### src/ffba_pkg.sv
`timescale 1ns / 1ps
// ----------------------------------------------------------------------------
// ffba_pkg: shared definitions of the first-fit bitmap allocator
// Pool geometry, busy-map word layout, derived widths, controller states and
// the result record that the chunk scanner hands to the controller.
// ----------------------------------------------------------------------------
package ffba_pkg;

   // pool size in allocation units
   localparam int POOL_UNITS = 1024;

   // request and response field widths
   localparam int START_W  = 10;
   localparam int LENGTH_W = 11;

   // busy map word layout: one bit per unit, scanned one chunk per cycle
   localparam int WORD_BITS   = 32;
   localparam int WORD_IDX_W  = $clog2(WORD_BITS);
   localparam int CHUNK_BITS  = 8;
   localparam int BIT_IDX_W   = $clog2(CHUNK_BITS);
   localparam int CHUNKS      = WORD_BITS / CHUNK_BITS;
   localparam int CHUNK_IDX_W = $clog2(CHUNKS);

   // memory depth and derived index widths
   localparam int NUM_WORDS = (POOL_UNITS + WORD_BITS - 1) / WORD_BITS;
   localparam int WADDR_W   = (NUM_WORDS > 1) ? $clog2(NUM_WORDS) : 1;
   localparam int UNIT_W    = WADDR_W + WORD_IDX_W;
   localparam int CNT_W     = $clog2(POOL_UNITS + 1);

   // common width for unit arithmetic and compares against lengths
   localparam int MAX_A = (CNT_W > UNIT_W) ? CNT_W : UNIT_W;
   localparam int MAX_B = (MAX_A > LENGTH_W) ? MAX_A : LENGTH_W;
   localparam int VAL_W = MAX_B + 1;

   // command codes
   localparam logic CMD_ALLOC = 1'b0;
   localparam logic CMD_FREE  = 1'b1;

   // status codes
   localparam logic STATUS_OK   = 1'b0;
   localparam logic STATUS_FAIL = 1'b1;

   // controller states
   typedef enum logic [2:0] {
      ST_CLEAR,
      ST_IDLE,
      ST_SCAN,
      ST_SWEEP,
      ST_DONE
   } fsm_state_type;

   // outcome of scanning one chunk of the busy map
   typedef struct packed {
      logic              hit;
      logic [UNIT_W-1:0] hit_unit;
      logic [VAL_W-1:0]  run;
   } scan_result_type;

endpackage

### src/ffba_map_ram.sv
`timescale 1ns / 1ps
// ----------------------------------------------------------------------------
// ffba_map_ram: busy map storage
// One write port and one read port; read data is registered, so it appears
// in the cycle after the read is issued and holds until the next read.
// ----------------------------------------------------------------------------
module ffba_map_ram
   import ffba_pkg::*;
(
   input  logic                 clock,
   input  logic                 wr_en,
   input  logic [WADDR_W-1:0]   wr_addr,
   input  logic [WORD_BITS-1:0] wr_data,
   input  logic                 rd_en,
   input  logic [WADDR_W-1:0]   rd_addr,
   output logic [WORD_BITS-1:0] rd_data
);

   logic [WORD_BITS-1:0] mem [NUM_WORDS];
   logic [WORD_BITS-1:0] rd_data_ff;

   // write the addressed word
   always_ff @(posedge clock) begin
      if (wr_en) begin
         mem[wr_addr] <= wr_data;
      end
   end

   // register the read word
   always_ff @(posedge clock) begin
      if (rd_en) begin
         rd_data_ff <= mem[rd_addr];
      end
   end

   assign rd_data = rd_data_ff;

endmodule

### src/ffba_chunk_scan.sv
`timescale 1ns / 1ps
// ----------------------------------------------------------------------------
// ffba_chunk_scan: first-fit step over one chunk of the busy map
// Extends the running count of free units across one chunk and reports the
// first unit at which the count reaches the requested length.
// ----------------------------------------------------------------------------
module ffba_chunk_scan
   import ffba_pkg::*;
(
   input  logic [CHUNK_BITS-1:0] chunk_bits,
   input  logic [UNIT_W-1:0]     base_unit,
   input  logic [VAL_W-1:0]      run_in,
   input  logic [VAL_W-1:0]      run_length,
   output scan_result_type       result
);

   always_comb begin
      logic [VAL_W-1:0]  run_v;
      logic [UNIT_W-1:0] unit_v;
      logic              busy_v;
      logic              hit_v;
      logic [UNIT_W-1:0] hit_unit_v;
      run_v      = run_in;
      hit_v      = 1'b0;
      hit_unit_v = '0;
      // walk the chunk low bit first; units past the pool end count as busy
      for (int b = 0; b < CHUNK_BITS; b++) begin
         unit_v = {base_unit[UNIT_W-1:BIT_IDX_W], BIT_IDX_W'(b)};
         busy_v = chunk_bits[b] || (VAL_W'(unit_v) >= VAL_W'(POOL_UNITS));
         if (!hit_v) begin
            if (busy_v) begin
               run_v = '0;
            end else begin
               run_v = run_v + VAL_W'(1);
               if (run_v == run_length) begin
                  hit_v      = 1'b1;
                  hit_unit_v = unit_v;
               end
            end
         end
      end
      result.hit      = hit_v;
      result.hit_unit = hit_unit_v;
      result.run      = run_v;
   end

endmodule

### src/first_fit_bitmap_allocator.sv
`timescale 1ns / 1ps
// ----------------------------------------------------------------------------
// first_fit_bitmap_allocator: first-fit run allocator over a busy bitmap
// Keeps one busy bit per pool unit in a word-wide memory; allocates the
// lowest free run of a requested length and frees runs on request.
// ----------------------------------------------------------------------------
// One request is worked at a time and gives one response. After reset the
// block sweeps the busy map to zero, one word per cycle over NUM_WORDS = 32
// words at the default pool, and stalls requests meanwhile. An allocate
// reads the map one 32-bit word at a time and scans it one 8-unit chunk per
// cycle up to the end of the granted run or of the map; it then marks the
// run with a pipelined read-modify-write sweep over each touched word. A
// free runs that sweep alone. Zero-length requests and oversized allocates
// skip the map and go straight to the response. The chunk scanner sets the
// search rate; the read-modify-write sweep sets the marking rate. A finished
// response waits in an output register.
// ----------------------------------------------------------------------------
module first_fit_bitmap_allocator
   import ffba_pkg::*;
(
   input  logic                clock,
   input  logic                reset,
   input  logic                req_valid,
   output logic                req_stall,
   input  logic                req_cmd,
   input  logic [START_W-1:0]  req_run_start,
   input  logic [LENGTH_W-1:0] req_run_length,
   output logic                rsp_valid,
   input  logic                rsp_stall,
   output logic                rsp_status,
   output logic [START_W-1:0]  rsp_granted_start
);

   // control registers
   fsm_state_type        state_ff, state_in;
   logic [WADDR_W-1:0]   clr_addr_ff, clr_addr_in;
   logic [WADDR_W-1:0]   word_ff, word_in;
   logic [CHUNK_IDX_W-1:0] chunk_ff, chunk_in;
   logic [WADDR_W-1:0]   sw_addr_ff, sw_addr_in;
   logic                 sw_more_ff, sw_more_in;
   logic                 wr_pend_ff, wr_pend_in;
   logic                 rsp_valid_ff, rsp_valid_in;

   // working registers
   logic                 op_free_ff, op_free_in;
   logic [VAL_W-1:0]     len_ff, len_in;
   logic [VAL_W-1:0]     run_ff, run_in;
   logic [UNIT_W-1:0]    lo_ff, lo_in;
   logic [UNIT_W-1:0]    hi_ff, hi_in;
   logic [WADDR_W-1:0]   wr_addr_ff, wr_addr_in;
   logic                 status_ff, status_in;
   logic [START_W-1:0]   gstart_ff, gstart_in;
   logic                 rsp_status_ff;
   logic [START_W-1:0]   rsp_granted_start_ff;

   // memory port signals
   logic                 ram_wr_en;
   logic [WADDR_W-1:0]   ram_wr_addr;
   logic [WORD_BITS-1:0] ram_wr_data;
   logic                 ram_rd_en;
   logic [WADDR_W-1:0]   ram_rd_addr;
   logic [WORD_BITS-1:0] ram_rd_data;

   // datapath signals
   logic                  accept;
   logic                  rsp_load;
   logic [VAL_W-1:0]      req_len_v;
   logic [VAL_W-1:0]      req_start_v;
   logic [VAL_W-1:0]      free_end;
   logic                  free_over;
   logic                  free_none;
   logic [CHUNK_BITS-1:0] chunk_bits;
   logic [UNIT_W-1:0]     chunk_base;
   scan_result_type       scan;
   logic [VAL_W-1:0]      hit_first;
   logic [UNIT_W-1:0]     hit_lo;
   logic [WORD_BITS-1:0]  sweep_mask;

   ffba_map_ram u_map_ram (
      .clock   (clock),
      .wr_en   (ram_wr_en),
      .wr_addr (ram_wr_addr),
      .wr_data (ram_wr_data),
      .rd_en   (ram_rd_en),
      .rd_addr (ram_rd_addr),
      .rd_data (ram_rd_data)
   );

   // select the chunk under scan and its first unit
   assign chunk_bits = CHUNK_BITS'(ram_rd_data >> {chunk_ff, BIT_IDX_W'(0)});
   assign chunk_base = {word_ff, chunk_ff, BIT_IDX_W'(0)};

   ffba_chunk_scan u_chunk_scan (
      .chunk_bits (chunk_bits),
      .base_unit  (chunk_base),
      .run_in     (run_ff),
      .run_length (len_ff),
      .result     (scan)
   );

   // start of the run found by the scanner
   assign hit_first = VAL_W'(scan.hit_unit) + VAL_W'(1) - len_ff;
   assign hit_lo    = UNIT_W'(hit_first);

   // decode the free range of the incoming request
   assign req_len_v   = VAL_W'(req_run_length);
   assign req_start_v = VAL_W'(req_run_start);
   assign free_end    = req_start_v + req_len_v;
   assign free_over   = (req_run_length != '0) && (free_end > VAL_W'(POOL_UNITS));
   assign free_none   = (req_run_length == '0) || (req_start_v >= VAL_W'(POOL_UNITS));

   // mark the units of the sweep range inside the word being written
   always_comb begin
      logic [UNIT_W-1:0] unit_v;
      for (int b = 0; b < WORD_BITS; b++) begin
         unit_v = {wr_addr_ff, WORD_IDX_W'(b)};
         sweep_mask[b] = (unit_v >= lo_ff) && (unit_v <= hi_ff);
      end
   end

   assign accept    = req_valid && (state_ff == ST_IDLE);
   assign req_stall = (state_ff != ST_IDLE);

   // hold the state registers
   always_ff @(posedge clock) begin
      if (reset) begin
         state_ff     <= ST_CLEAR;
         clr_addr_ff  <= '0;
         word_ff      <= '0;
         chunk_ff     <= '0;
         sw_addr_ff   <= '0;
         sw_more_ff   <= 1'b0;
         wr_pend_ff   <= 1'b0;
         rsp_valid_ff <= 1'b0;
      end else begin
         state_ff     <= state_in;
         clr_addr_ff  <= clr_addr_in;
         word_ff      <= word_in;
         chunk_ff     <= chunk_in;
         sw_addr_ff   <= sw_addr_in;
         sw_more_ff   <= sw_more_in;
         wr_pend_ff   <= wr_pend_in;
         rsp_valid_ff <= rsp_valid_in;
      end
   end

   // hold the working registers
   always_ff @(posedge clock) begin
      op_free_ff <= op_free_in;
      len_ff     <= len_in;
      run_ff     <= run_in;
      lo_ff      <= lo_in;
      hi_ff      <= hi_in;
      wr_addr_ff <= wr_addr_in;
      status_ff  <= status_in;
      gstart_ff  <= gstart_in;
      if (rsp_load) begin
         rsp_status_ff        <= status_ff;
         rsp_granted_start_ff <= gstart_ff;
      end
   end

   // sequence clearing, scanning, sweeping and response hand-off
   always_comb begin
      state_in     = state_ff;
      clr_addr_in  = clr_addr_ff;
      word_in      = word_ff;
      chunk_in     = chunk_ff;
      sw_addr_in   = sw_addr_ff;
      sw_more_in   = sw_more_ff;
      wr_pend_in   = wr_pend_ff;
      op_free_in   = op_free_ff;
      len_in       = len_ff;
      run_in       = run_ff;
      lo_in        = lo_ff;
      hi_in        = hi_ff;
      wr_addr_in   = wr_addr_ff;
      status_in    = status_ff;
      gstart_in    = gstart_ff;
      ram_wr_en    = 1'b0;
      ram_wr_addr  = wr_addr_ff;
      ram_wr_data  = op_free_ff ? (ram_rd_data & ~sweep_mask) : (ram_rd_data | sweep_mask);
      ram_rd_en    = 1'b0;
      ram_rd_addr  = sw_addr_ff;
      rsp_load     = 1'b0;

      case (state_ff)
         ST_CLEAR: begin
            // zero one map word per cycle
            ram_wr_en   = 1'b1;
            ram_wr_addr = clr_addr_ff;
            ram_wr_data = '0;
            clr_addr_in = clr_addr_ff + WADDR_W'(1);
            if (clr_addr_ff == WADDR_W'(NUM_WORDS - 1)) begin
               state_in = ST_IDLE;
            end
         end

         ST_IDLE: begin
            if (accept) begin
               op_free_in = (req_cmd == CMD_FREE);
               len_in     = req_len_v;
               run_in     = '0;
               word_in    = '0;
               chunk_in   = '0;
               gstart_in  = '0;
               wr_pend_in = 1'b0;
               sw_more_in = 1'b1;
               if (req_cmd == CMD_ALLOC) begin
                  if (req_run_length == '0) begin
                     status_in = STATUS_OK;
                     state_in  = ST_DONE;
                  end else if (req_len_v > VAL_W'(POOL_UNITS)) begin
                     status_in = STATUS_FAIL;
                     state_in  = ST_DONE;
                  end else begin
                     // fetch the first map word for the scan
                     status_in   = STATUS_OK;
                     ram_rd_en   = 1'b1;
                     ram_rd_addr = '0;
                     state_in    = ST_SCAN;
                  end
               end else begin
                  status_in = free_over ? STATUS_FAIL : STATUS_OK;
                  if (free_none) begin
                     state_in = ST_DONE;
                  end else begin
                     lo_in = UNIT_W'(req_start_v);
                     if (free_over) begin
                        hi_in = UNIT_W'(VAL_W'(POOL_UNITS - 1));
                     end else begin
                        hi_in = UNIT_W'(free_end - VAL_W'(1));
                     end
                     sw_addr_in = lo_in[UNIT_W-1:WORD_IDX_W];
                     state_in   = ST_SWEEP;
                  end
               end
            end
         end

         ST_SCAN: begin
            if (scan.hit) begin
               // run found: mark it busy
               lo_in      = hit_lo;
               hi_in      = scan.hit_unit;
               gstart_in  = START_W'(hit_first);
               status_in  = STATUS_OK;
               sw_addr_in = hit_lo[UNIT_W-1:WORD_IDX_W];
               state_in   = ST_SWEEP;
            end else begin
               run_in   = scan.run;
               chunk_in = chunk_ff + CHUNK_IDX_W'(1);
               if (chunk_ff == CHUNK_IDX_W'(CHUNKS - 1)) begin
                  if (word_ff == WADDR_W'(NUM_WORDS - 1)) begin
                     status_in = STATUS_FAIL;
                     gstart_in = '0;
                     state_in  = ST_DONE;
                  end else begin
                     // advance to the next map word
                     word_in     = word_ff + WADDR_W'(1);
                     ram_rd_en   = 1'b1;
                     ram_rd_addr = word_ff + WADDR_W'(1);
                  end
               end
            end
         end

         ST_SWEEP: begin
            // write back the word read last cycle
            ram_wr_en = wr_pend_ff;
            if (sw_more_ff) begin
               ram_rd_en   = 1'b1;
               ram_rd_addr = sw_addr_ff;
               wr_pend_in  = 1'b1;
               wr_addr_in  = sw_addr_ff;
               if (sw_addr_ff == hi_ff[UNIT_W-1:WORD_IDX_W]) begin
                  sw_more_in = 1'b0;
               end else begin
                  sw_addr_in = sw_addr_ff + WADDR_W'(1);
               end
            end else begin
               wr_pend_in = 1'b0;
               state_in   = ST_DONE;
            end
         end

         ST_DONE: begin
            // transfer into the response register once it is free
            if (!rsp_valid_ff || !rsp_stall) begin
               rsp_load = 1'b1;
               state_in = ST_IDLE;
            end
         end

         default: begin
            state_in = ST_IDLE;
         end
      endcase
   end

   // track the response register
   always_comb begin
      rsp_valid_in = rsp_valid_ff;
      if (rsp_load) begin
         rsp_valid_in = 1'b1;
      end else if (rsp_valid_ff && !rsp_stall) begin
         rsp_valid_in = 1'b0;
      end
   end

   assign rsp_valid         = rsp_valid_ff;
   assign rsp_status        = rsp_status_ff;
   assign rsp_granted_start = rsp_granted_start_ff;

endmodule
### config.mk
export PLATFORM = sky130hd
export DESIGN_NAME = first_fit_bitmap_allocator
export DESIGN_NICKNAME = d
export VERILOG_FILES = /design/src/ffba_pkg.sv /design/src/ffba_map_ram.sv /design/src/ffba_chunk_scan.sv /design/src/first_fit_bitmap_allocator.sv
export SDC_FILE = /design/constraint.sdc
export NUM_CORES = 2
export LEC_CHECK = 0
export BUFFER_PORTS_ARGS = -buffer_cell sky130_fd_sc_hd__buf_4
export CAP_MARGIN = 5
export CORE_MARGIN = 1
export CORE_UTILIZATION = 45
export CTS_CLUSTER_SIZE = 14
export DETAILED_ROUTE_END_ITERATION = 7
export PLACE_DENSITY = 0.72
export SETUP_SLACK_MARGIN = 0.5
export SYNTH_ARGS = -nofsm -noshare
export SYNTH_HDL_FRONTEND = slang
export SYNTH_SLANG_ARGS = --single-unit
export TNS_END_PERCENT = 1
### constraint.sdc
create_clock -name clock -period 22.7 [get_ports clock]
set_input_delay 3.405 -clock clock [delete_from_list [all_inputs] [get_ports clock]]
set_output_delay 3.405 -clock clock [all_outputs]
set_load 0.05 [all_outputs]
**Yosys cells after proc, flatten, opt, wreduce, memory -nomap -nowiden**

Memory sizes are Yosys's and may differ from the RTL's. A register that Yosys moved wholly into a read port is not among the register bits.
Cells that the tools add are included.

- Bits in registers: 94
- Input port bits: 26
- Word-level logic and storage cells: 341
- Memories: 1
- RAM bits: 1024
- Output and inout bits: 13

- Muxes and demuxes: 149
- Add/sub/neg operators: 16
- Bitwise gates (word level): 3
- Shift-type cells: 1
- $lt $le $gt $ge: 67
- Eq/ne operators: 31
- Reductions and logical operators: 55

Memory list:

| memory | depth | bits a word | read ports | clocked after Yosys merged registers in | wr ports | RTL line | text |
|---|---|---|---|---|---|---|---|
| u_map_ram.mem | 32 | 32 | 1 | 1 | 1 | ffba_map_ram.sv:19 | `logic [WORD_BITS-1:0] mem [NUM_WORDS];` |

Operators with widths:

| kind | number |
|---|---|
| 10-bit 2-to-1 mux | 36 |
| 10-bit >= comparator | 32 |
| 10-bit <= comparator | 32 |
| 12-bit 2-to-1 mux | 17 |
| 12-bit by 1-bit adder with 12-bit output, second input constant | 8 |
| 12-bit by 11-bit == test with 1-bit output | 8 |
| 5-bit 2-to-1 mux | 18 |
| 32-bit 2-to-1 mux | 2 |
| 10-bit one-hot mux with 2 select lines | 3 |
| 1-bit 2-to-1 mux | 49 |
| 1-bit logical AND | 35 |
| 3-bit 2-to-1 mux | 11 |
| 32-bit AND | 1 |
| 32-bit inverter | 1 |
| 32-bit bitwise OR | 1 |
| 32-bit by 5-bit right shift with 8-bit output | 1 |
| 2-bit != test, second input constant | 12 |
| 12-bit one-hot mux with 2 select lines | 1 |
| 5-bit one-hot mux with 2 select lines | 2 |
| 5-bit by 1-bit adder with 5-bit output, second input constant | 3 |
| 3-bit one-hot mux with 5 select lines | 1 |
| 5-bit one-hot mux with 3 select lines | 1 |
| 10-bit by 11-bit adder with 12-bit output | 1 |
| 12-bit by 11-bit > comparator with 1-bit output, second input constant | 1 |
| 31 further kinds | 45 |

**Longest topological paths before layout**

- Depth in word-level cells: 29
- Depth in mapped cells: 64
- Depth with buffers taken out: 56

**By module**

Synthesis repeated with hierarchy kept, for this count alone.

- Cell total of the unflattened synthesis: 4392
- Area total of the unflattened synthesis: 56663.1 um^2

By module, submodules not included:

| module | sequential area each (um^2) | times used | area an instance (um^2) | cells each |
|---|---|---|---|---|
| ffba_map_ram | 31710.4 | 1 | 40805.4 | 2260 |
| ffba_chunk_scan | 0.0 | 1 | 8653.3 | 1314 |
| first_fit_bitmap_allocator | 2592.5 | 1 | 7204.4 | 818 |

**Worst setup path before layout**

No wires, ideal clock.

- Kind: register -> register
- Start: register run_ff[0]
- End: register lo_ff[9], data pin
- Cell stages (with the launch flop): 60
- Setup time: 0.266 ns
- Buffers on the path: 7
- Arrival: 13.068 ns
- Path slack: 9.366 ns
- Clock period less this slack: 13.334 ns
- Required time: 22.434 ns
- Path through: edfxtp_1 > ha_1 > xor2_1 > a311oi_1 > nand2_1 > or4b_1 > nor4_2 > nand2_1 > o31ai_1 > ha_1 > inv_1 > o32ai_1 > buf_2 > and2_1 > nand3_1 > o21a_1 > nor4_2 > a21oi_1 > (+24 left out) > nand4b_2 > or4_1 > buf_6 > nand2_1 > clkbuf_1 > and2_1 > ha_1 > ha_1 > a21o_1 > a21o_1 > a21o_1 > a21oi_1 > o21bai_1 > a21oi_1 > xnor2_1 > and3_1 > o21ai_0 > nand2_1

- Longest elaborated chain between the ends: 29
- Elaborated cells on any way between the ends: 76
- Classes of those cells: 10 x add/sub; 8 x eq/ne; 58 x mux

RTL lines:

| item | RTL line | text |
|---|---|---|
| from (decl) | first_fit_bitmap_allocator.sv:47 | `logic [VAL_W-1:0] run_ff, run_in;` |
| from (signal assigned) | first_fit_bitmap_allocator.sv:151 | `run_ff <= run_in;` |
| 12-bit by 1-bit adder with 12-bit output (*) | ffba_chunk_scan.sv:34 | `run_v = run_v + VAL_W'(1);` |
| 12-bit 2-to-1 mux / 12-bit by 11-bit == test with 1-bit output (equally long branches) | ffba_chunk_scan.sv:31, ffba_chunk_scan.sv:35 |  |
| 12-bit by 1-bit adder with 12-bit output (tied with other cells) | ffba_chunk_scan.sv:34 |  |
| 12-bit 2-to-1 mux (tied with other cells) | ffba_chunk_scan.sv:31 | `if (busy_v) begin` |
| 12-bit 2-to-1 mux (tied with other cells) | ffba_chunk_scan.sv:30 | `if (!hit_v) begin` |
| 12-bit by 1-bit adder with 12-bit output (tied with other cells) | ffba_chunk_scan.sv:34 |  |
| 12-bit 2-to-1 mux (tied with other cells) | ffba_chunk_scan.sv:31 |  |
| 12-bit 2-to-1 mux (tied with other cells) | ffba_chunk_scan.sv:30 |  |
| (+14 left out) | - |  |
| 10-bit 2-to-1 mux | ffba_chunk_scan.sv:35 | `if (run_v == run_length) begin` |
| 10-bit 2-to-1 mux | ffba_chunk_scan.sv:31 |  |
| 10-bit 2-to-1 mux (*) | ffba_chunk_scan.sv:30 |  |
| 10-bit by 1-bit adder with 10-bit output (*) | first_fit_bitmap_allocator.sv:102 | `assign hit_first = VAL_W'(scan.hit_unit) + VAL_W'(1) - len_ff;` |
| 10-bit subtractor (*) | first_fit_bitmap_allocator.sv:102 |  |
| 10-bit 2-to-1 mux (*) | first_fit_bitmap_allocator.sv:242 | `if (scan.hit) begin` |
| 10-bit one-hot mux with 2 select lines (*) | first_fit_bitmap_allocator.sv:187 | `case (state_ff)` |
| named net lo_in[9] | first_fit_bitmap_allocator.sv:48 | `logic [UNIT_W-1:0] lo_ff, lo_in;` |
| to (signal assigned) | first_fit_bitmap_allocator.sv:152 | `lo_ff <= lo_in;` |
| to (decl) | first_fit_bitmap_allocator.sv:48 |  |

The timed path passes the listed nets; every way through them passes the cells marked *. The select of a mux whose other input is x is not followed.
A chain may end at the register's enable or synchronous reset.

**Worst setup path in the final report**

- Start: register run_ff[0]
- End: register u_map_ram.rd_data_ff[23], in the netlist u_map_ram.rd_data[23] (read register of u_map_ram.mem), data pin

- Longest elaborated chain between the ends: 27
- Elaborated cells on any way between the ends: 56
- Classes of those cells: 8 x add/sub; 8 x eq/ne; 40 x mux

RTL lines:

| item | RTL line | text |
|---|---|---|
| 12-bit by 1-bit adder with 12-bit output (*) | ffba_chunk_scan.sv:34 |  |
| 12-bit 2-to-1 mux / 12-bit by 11-bit == test with 1-bit output (equally long branches) | ffba_chunk_scan.sv:31, ffba_chunk_scan.sv:35 |  |
| 12-bit by 1-bit adder with 12-bit output / 1-bit 2-to-1 mux (equally long branches) | ffba_chunk_scan.sv:34, ffba_chunk_scan.sv:35 |  |
| 12-bit 2-to-1 mux (tied with other cells) | ffba_chunk_scan.sv:31 |  |
| 12-bit 2-to-1 mux / 1-bit 2-to-1 mux (equally long branches) | ffba_chunk_scan.sv:30, ffba_chunk_scan.sv:35 |  |
| 12-bit by 1-bit adder with 12-bit output / 1-bit 2-to-1 mux (equally long branches) | ffba_chunk_scan.sv:34, ffba_chunk_scan.sv:31 |  |
| 12-bit 2-to-1 mux (tied with other cells) | ffba_chunk_scan.sv:31 |  |
| 12-bit 2-to-1 mux / 1-bit 2-to-1 mux (equally long branches) | ffba_chunk_scan.sv:30, ffba_chunk_scan.sv:35 |  |
| (+11 left out) | - |  |
| 12-bit 2-to-1 mux | ffba_chunk_scan.sv:30 |  |
| 12-bit by 1-bit adder with 12-bit output | ffba_chunk_scan.sv:34 |  |
| 12-bit by 11-bit == test with 1-bit output | ffba_chunk_scan.sv:35 |  |
| 1-bit 2-to-1 mux | ffba_chunk_scan.sv:35 |  |
| 1-bit 2-to-1 mux | ffba_chunk_scan.sv:31 |  |
| 1-bit 2-to-1 mux (*) | ffba_chunk_scan.sv:30 |  |
| 1-bit 2-to-1 mux / 5-bit 2-to-1 mux (equally long branches) | first_fit_bitmap_allocator.sv:242 |  |
| 1-bit one-hot mux with 3 select lines / 5-bit one-hot mux with 2 select lines (equally long branches) | first_fit_bitmap_allocator.sv:187 |  |
| to (decl) | ffba_map_ram.sv:20 | `logic [WORD_BITS-1:0] rd_data_ff;` |

Mark *: on every way between the ends. The rest lies on a longest branch, timed or not.

==> results.json <==
{
  "arrival_ns": 17.86,
  "grt_pass1_vias": 38371,
  "fin_cells": 6209,
  "dieArea_um2": 128000,
  "final_antenna_net_count": 0,
  "post-place-ws_ns": 5.80,
  "fill_cells": 10681,
  "crit_path_max_incr_delay_ns": 0.88,
  "drive_above_1_share": 0.102,
  "nNetsFinal": 4547,
  "grt_pass1_wl_um": 255000,
  "ys_warn_count": 0,
  "io_buffer_count": 38,
  "postLayoutSetupSlackWorst_ns": 5.42,
  "netlist_instances": 4568,
  "syn_area_per_cell_um2": 12.5,
  "yosysUniqueCellTypes": 127,
  "yosys.area.top_type": "edfxtp_1",
  "start_kind": "register",
  "wl_met2_um": 79100,
  "dr.pass1.iters": 6,
  "synth_edf_count": 1127,
  "vias_per_cell": 6.74,
  "overflow": 0,
  "syn-num-nets": 4650,
  "wl_per_cell_um": 28.2,
  "slowest_stage": "o211ai_1",
  "holdWs_ns": 0.407,
  "core_area_um2": 126000,
  "ir_drop_mv": 0.0641,
  "root_buffer": "clkbuf_16",
  "cts.sinks": 1150,
  "cp-end-kind": "register",
  "outcome": "finished clean",
  "dp_hpwl_um": 101000,
  "ctsHoldBuffers": 0,
  "routed.top_layer": "met5",
  "clkTransAtPathRegs_ns": 0.06,
  "finalCritPeriodShare": 0.761,
  "tightest_slew_ns": 1.29,
  "async_reset_ff_frac": 0,
  "cts_buffer_depth": 3,
  "area_growth_pct": 9.94,
  "skew_ns": 0.0833,
  "min_period_ns": 17.28,
  "initial_core_util": 0.453,
  "synth.top_cell.area_share": 0.595,
  "dp_cells": 6004,
  "hold_violations": 0,
  "synth.area.top_cells": "edfxtp_1, a211oi_1, and3_1",
  "ys_ff_latch": 1150,
  "rsz0062_at_grt": "false",
  "drt_iter0_drc": 6159,
  "drv_slew": 0,
  "fmax_ghz": 0.0579,
  "met3_length_um": 19800,
  "drv_cap": 0,
  "hp-class": "register to register",
  "cts_resized": 0,
  "p_per_area_nw_per_um2": 66.8,
  "cp.buffers_inverters": 6,
  "drc": 0,
  "die_h_um": 358,
  "synth_top_flop_cell": "edfxtp_1",
  "via_count": 41821,
  "critical_path.top_delay_family": "simple AND/OR/NAND/NOR gates",
  "grt_max_degree": 250,
  "yosysSeqAreaShare": 0.603,
  "routedLengthMet1_um": 70300,
  "rows": 130,
  "wl_um": 175000,
  "cts_made_buffers": 108,
  "cts_tree": "built",
  "relSlewSlack": 0.140,
  "fin_tns_setup_ns": 0,
  "grt_usage": 0.267,
  "htree_levels": 3,
  "setup_viol": 0,
  "fin_util": 0.498,
  "gp_congestion": 0.987,
  "syn_area_um2": 56900,
  "critPathRequiredTime_ns": 23.28,
  "antenna_found_initial": 3,
  "path_max_fanout": 90,
  "p_leak_nw": 20.7,
  "postCtsSetupBuffers": 0,
  "die_w_um": 358,
  "clk_latency_ns": 0.75,
  "path_class": "register to register",
  "pin_count": 39
}
worst paths after layout:
check                                                start                              end  slack (ns)  cells after the start
worst max register to register     run_ff[0]$_SDFFCE_PN0P_  u_map_ram.rd_data[23]$_DFFE_PP_        5.42                     46
worst max-delay path               run_ff[0]$_SDFFCE_PN0P_  u_map_ram.rd_data[23]$_DFFE_PP_        5.42                     46
worst min register to register  gstart_ff[2]$_SDFFCE_PN0P_   rsp_granted_start[2]$_DFFE_PP_        0.41                      0
worst min-delay path            gstart_ff[2]$_SDFFCE_PN0P_   rsp_granted_start[2]$_DFFE_PP_        0.41                      0
registers in the layout (all words and copies together) (netlist names):
| signal | count |
|---|---|
| wr_pend_ff | 1 |
| run_ff | 12 |
| u_map_ram.rd_data | 32 |
| len_ff | 11 |
| rsp_status | 1 |
| rsp_valid | 1 |
| status_ff | 1 |
| sw_more_ff | 1 |
| lo_ff | 10 |
| clr_addr_ff | 5 |
| hi_ff | 10 |
| u_map_ram.mem | 1024 |
| state_ff | 3 |
| chunk_ff | 2 |
| rsp_granted_start | 10 |
| word_ff | 5 |
| gstart_ff | 10 |
| wr_addr_ff | 5 |
| sw_addr_ff | 5 |
| op_free_ff | 1 |
metal layers:
metal,global-route usage,vias to the layer above
li1,-,18045
met1,0.381,20794
met2,0.413,2580
met3,0.0478,398
met4,0.0850,4
met5,0,-
area by class of cell:
cell class,instances,area (um2),share of cell area
well taps,1650,2060,0.0330
clock inverters,56,586,0.00936
repair buffers,145,1130,0.0181
diodes,2,5.00,0.0000800
flip-flops and latches,1150,34300,0.548
clock buffers,146,2870,0.0458
multi-input cells,3000,21400,0.342
inverters,60,225,0.00360
placed cells by master (no fill, tap or decap), drive strengths merged, types with 100 or more instances in the layout:
| cell | n |
|---|---|
| o21ai | 111 |
| clkbuf | 146 |
| xnor2 | 105 |
| buf | 145 |
| nand3 | 100 |
| nor2 | 259 |
| a211oi | 351 |
| nand2 | 218 |
| a21boi | 135 |
| edfxtp | 1127 |
| a21oi | 165 |
| and3 | 417 |
| mux2i | 102 |
cell families (layout without fill, tap and decap cells):
logic type / Yosys count / after routing / synth area share
simple gates: 1374 / 1374 / 0.134
fa+ha+maj: 56 / 56 / 0.0126
compound gates: 1305 / 1305 / 0.172
buf+inv: 418 / 407 / 0.0326
xor+xnor: 144 / 144 / 0.0238
mux: 121 / 121 / 0.0223
flops: 1150 / 1150 / 0.603
other cells: 0 / 2 / 0
synthesized netlist by cell type, types with 18 or more instances:
master / n
or3_1: 29
a2111oi_0: 68
and3_1: 417
o21ai_1: 18
mux2i_1: 101
nor4_1: 56
dfxtp_1: 23
a31oi_1: 42
xor2_1: 33
nand2b_1: 19
nand3_1: 98
o32ai_1: 67
nand4_1: 23
and4_1: 45
o31ai_1: 21
a21boi_0: 131
clkbuf_1: 251
nor2b_1: 24
and2_1: 32
nand2_1: 215
o22ai_1: 31
a21oi_1: 161
nor2_1: 254
a211oi_1: 348
ha_1: 54
nor3_1: 53
inv_1: 55
xnor2_1: 104
a21o_1: 25
a32o_1: 67
a22oi_1: 42
buf_2: 72
edfxtp_1: 1127
o21a_1: 23
o21ai_0: 90
stage by stage:
stage          area (um2)  power [mW]
5_1_grt             62600        4.28
2_1_floorplan       56900        2.42
6_report            62600        4.18
3_3_place_gp        59100        2.45
4_1_cts             62600        4.19
3_5_place_dp        59100        2.45
where the power goes:
part | leakage [nW] | internal (mW) | switching (mW)
clock | 1.66 | 0.972 | 0.799
combinational | 7.91 | 0.0279 | 0.0568
sequential | 11.1 | 2.32 | 0.00457
(Power assumes the default switching activity.)
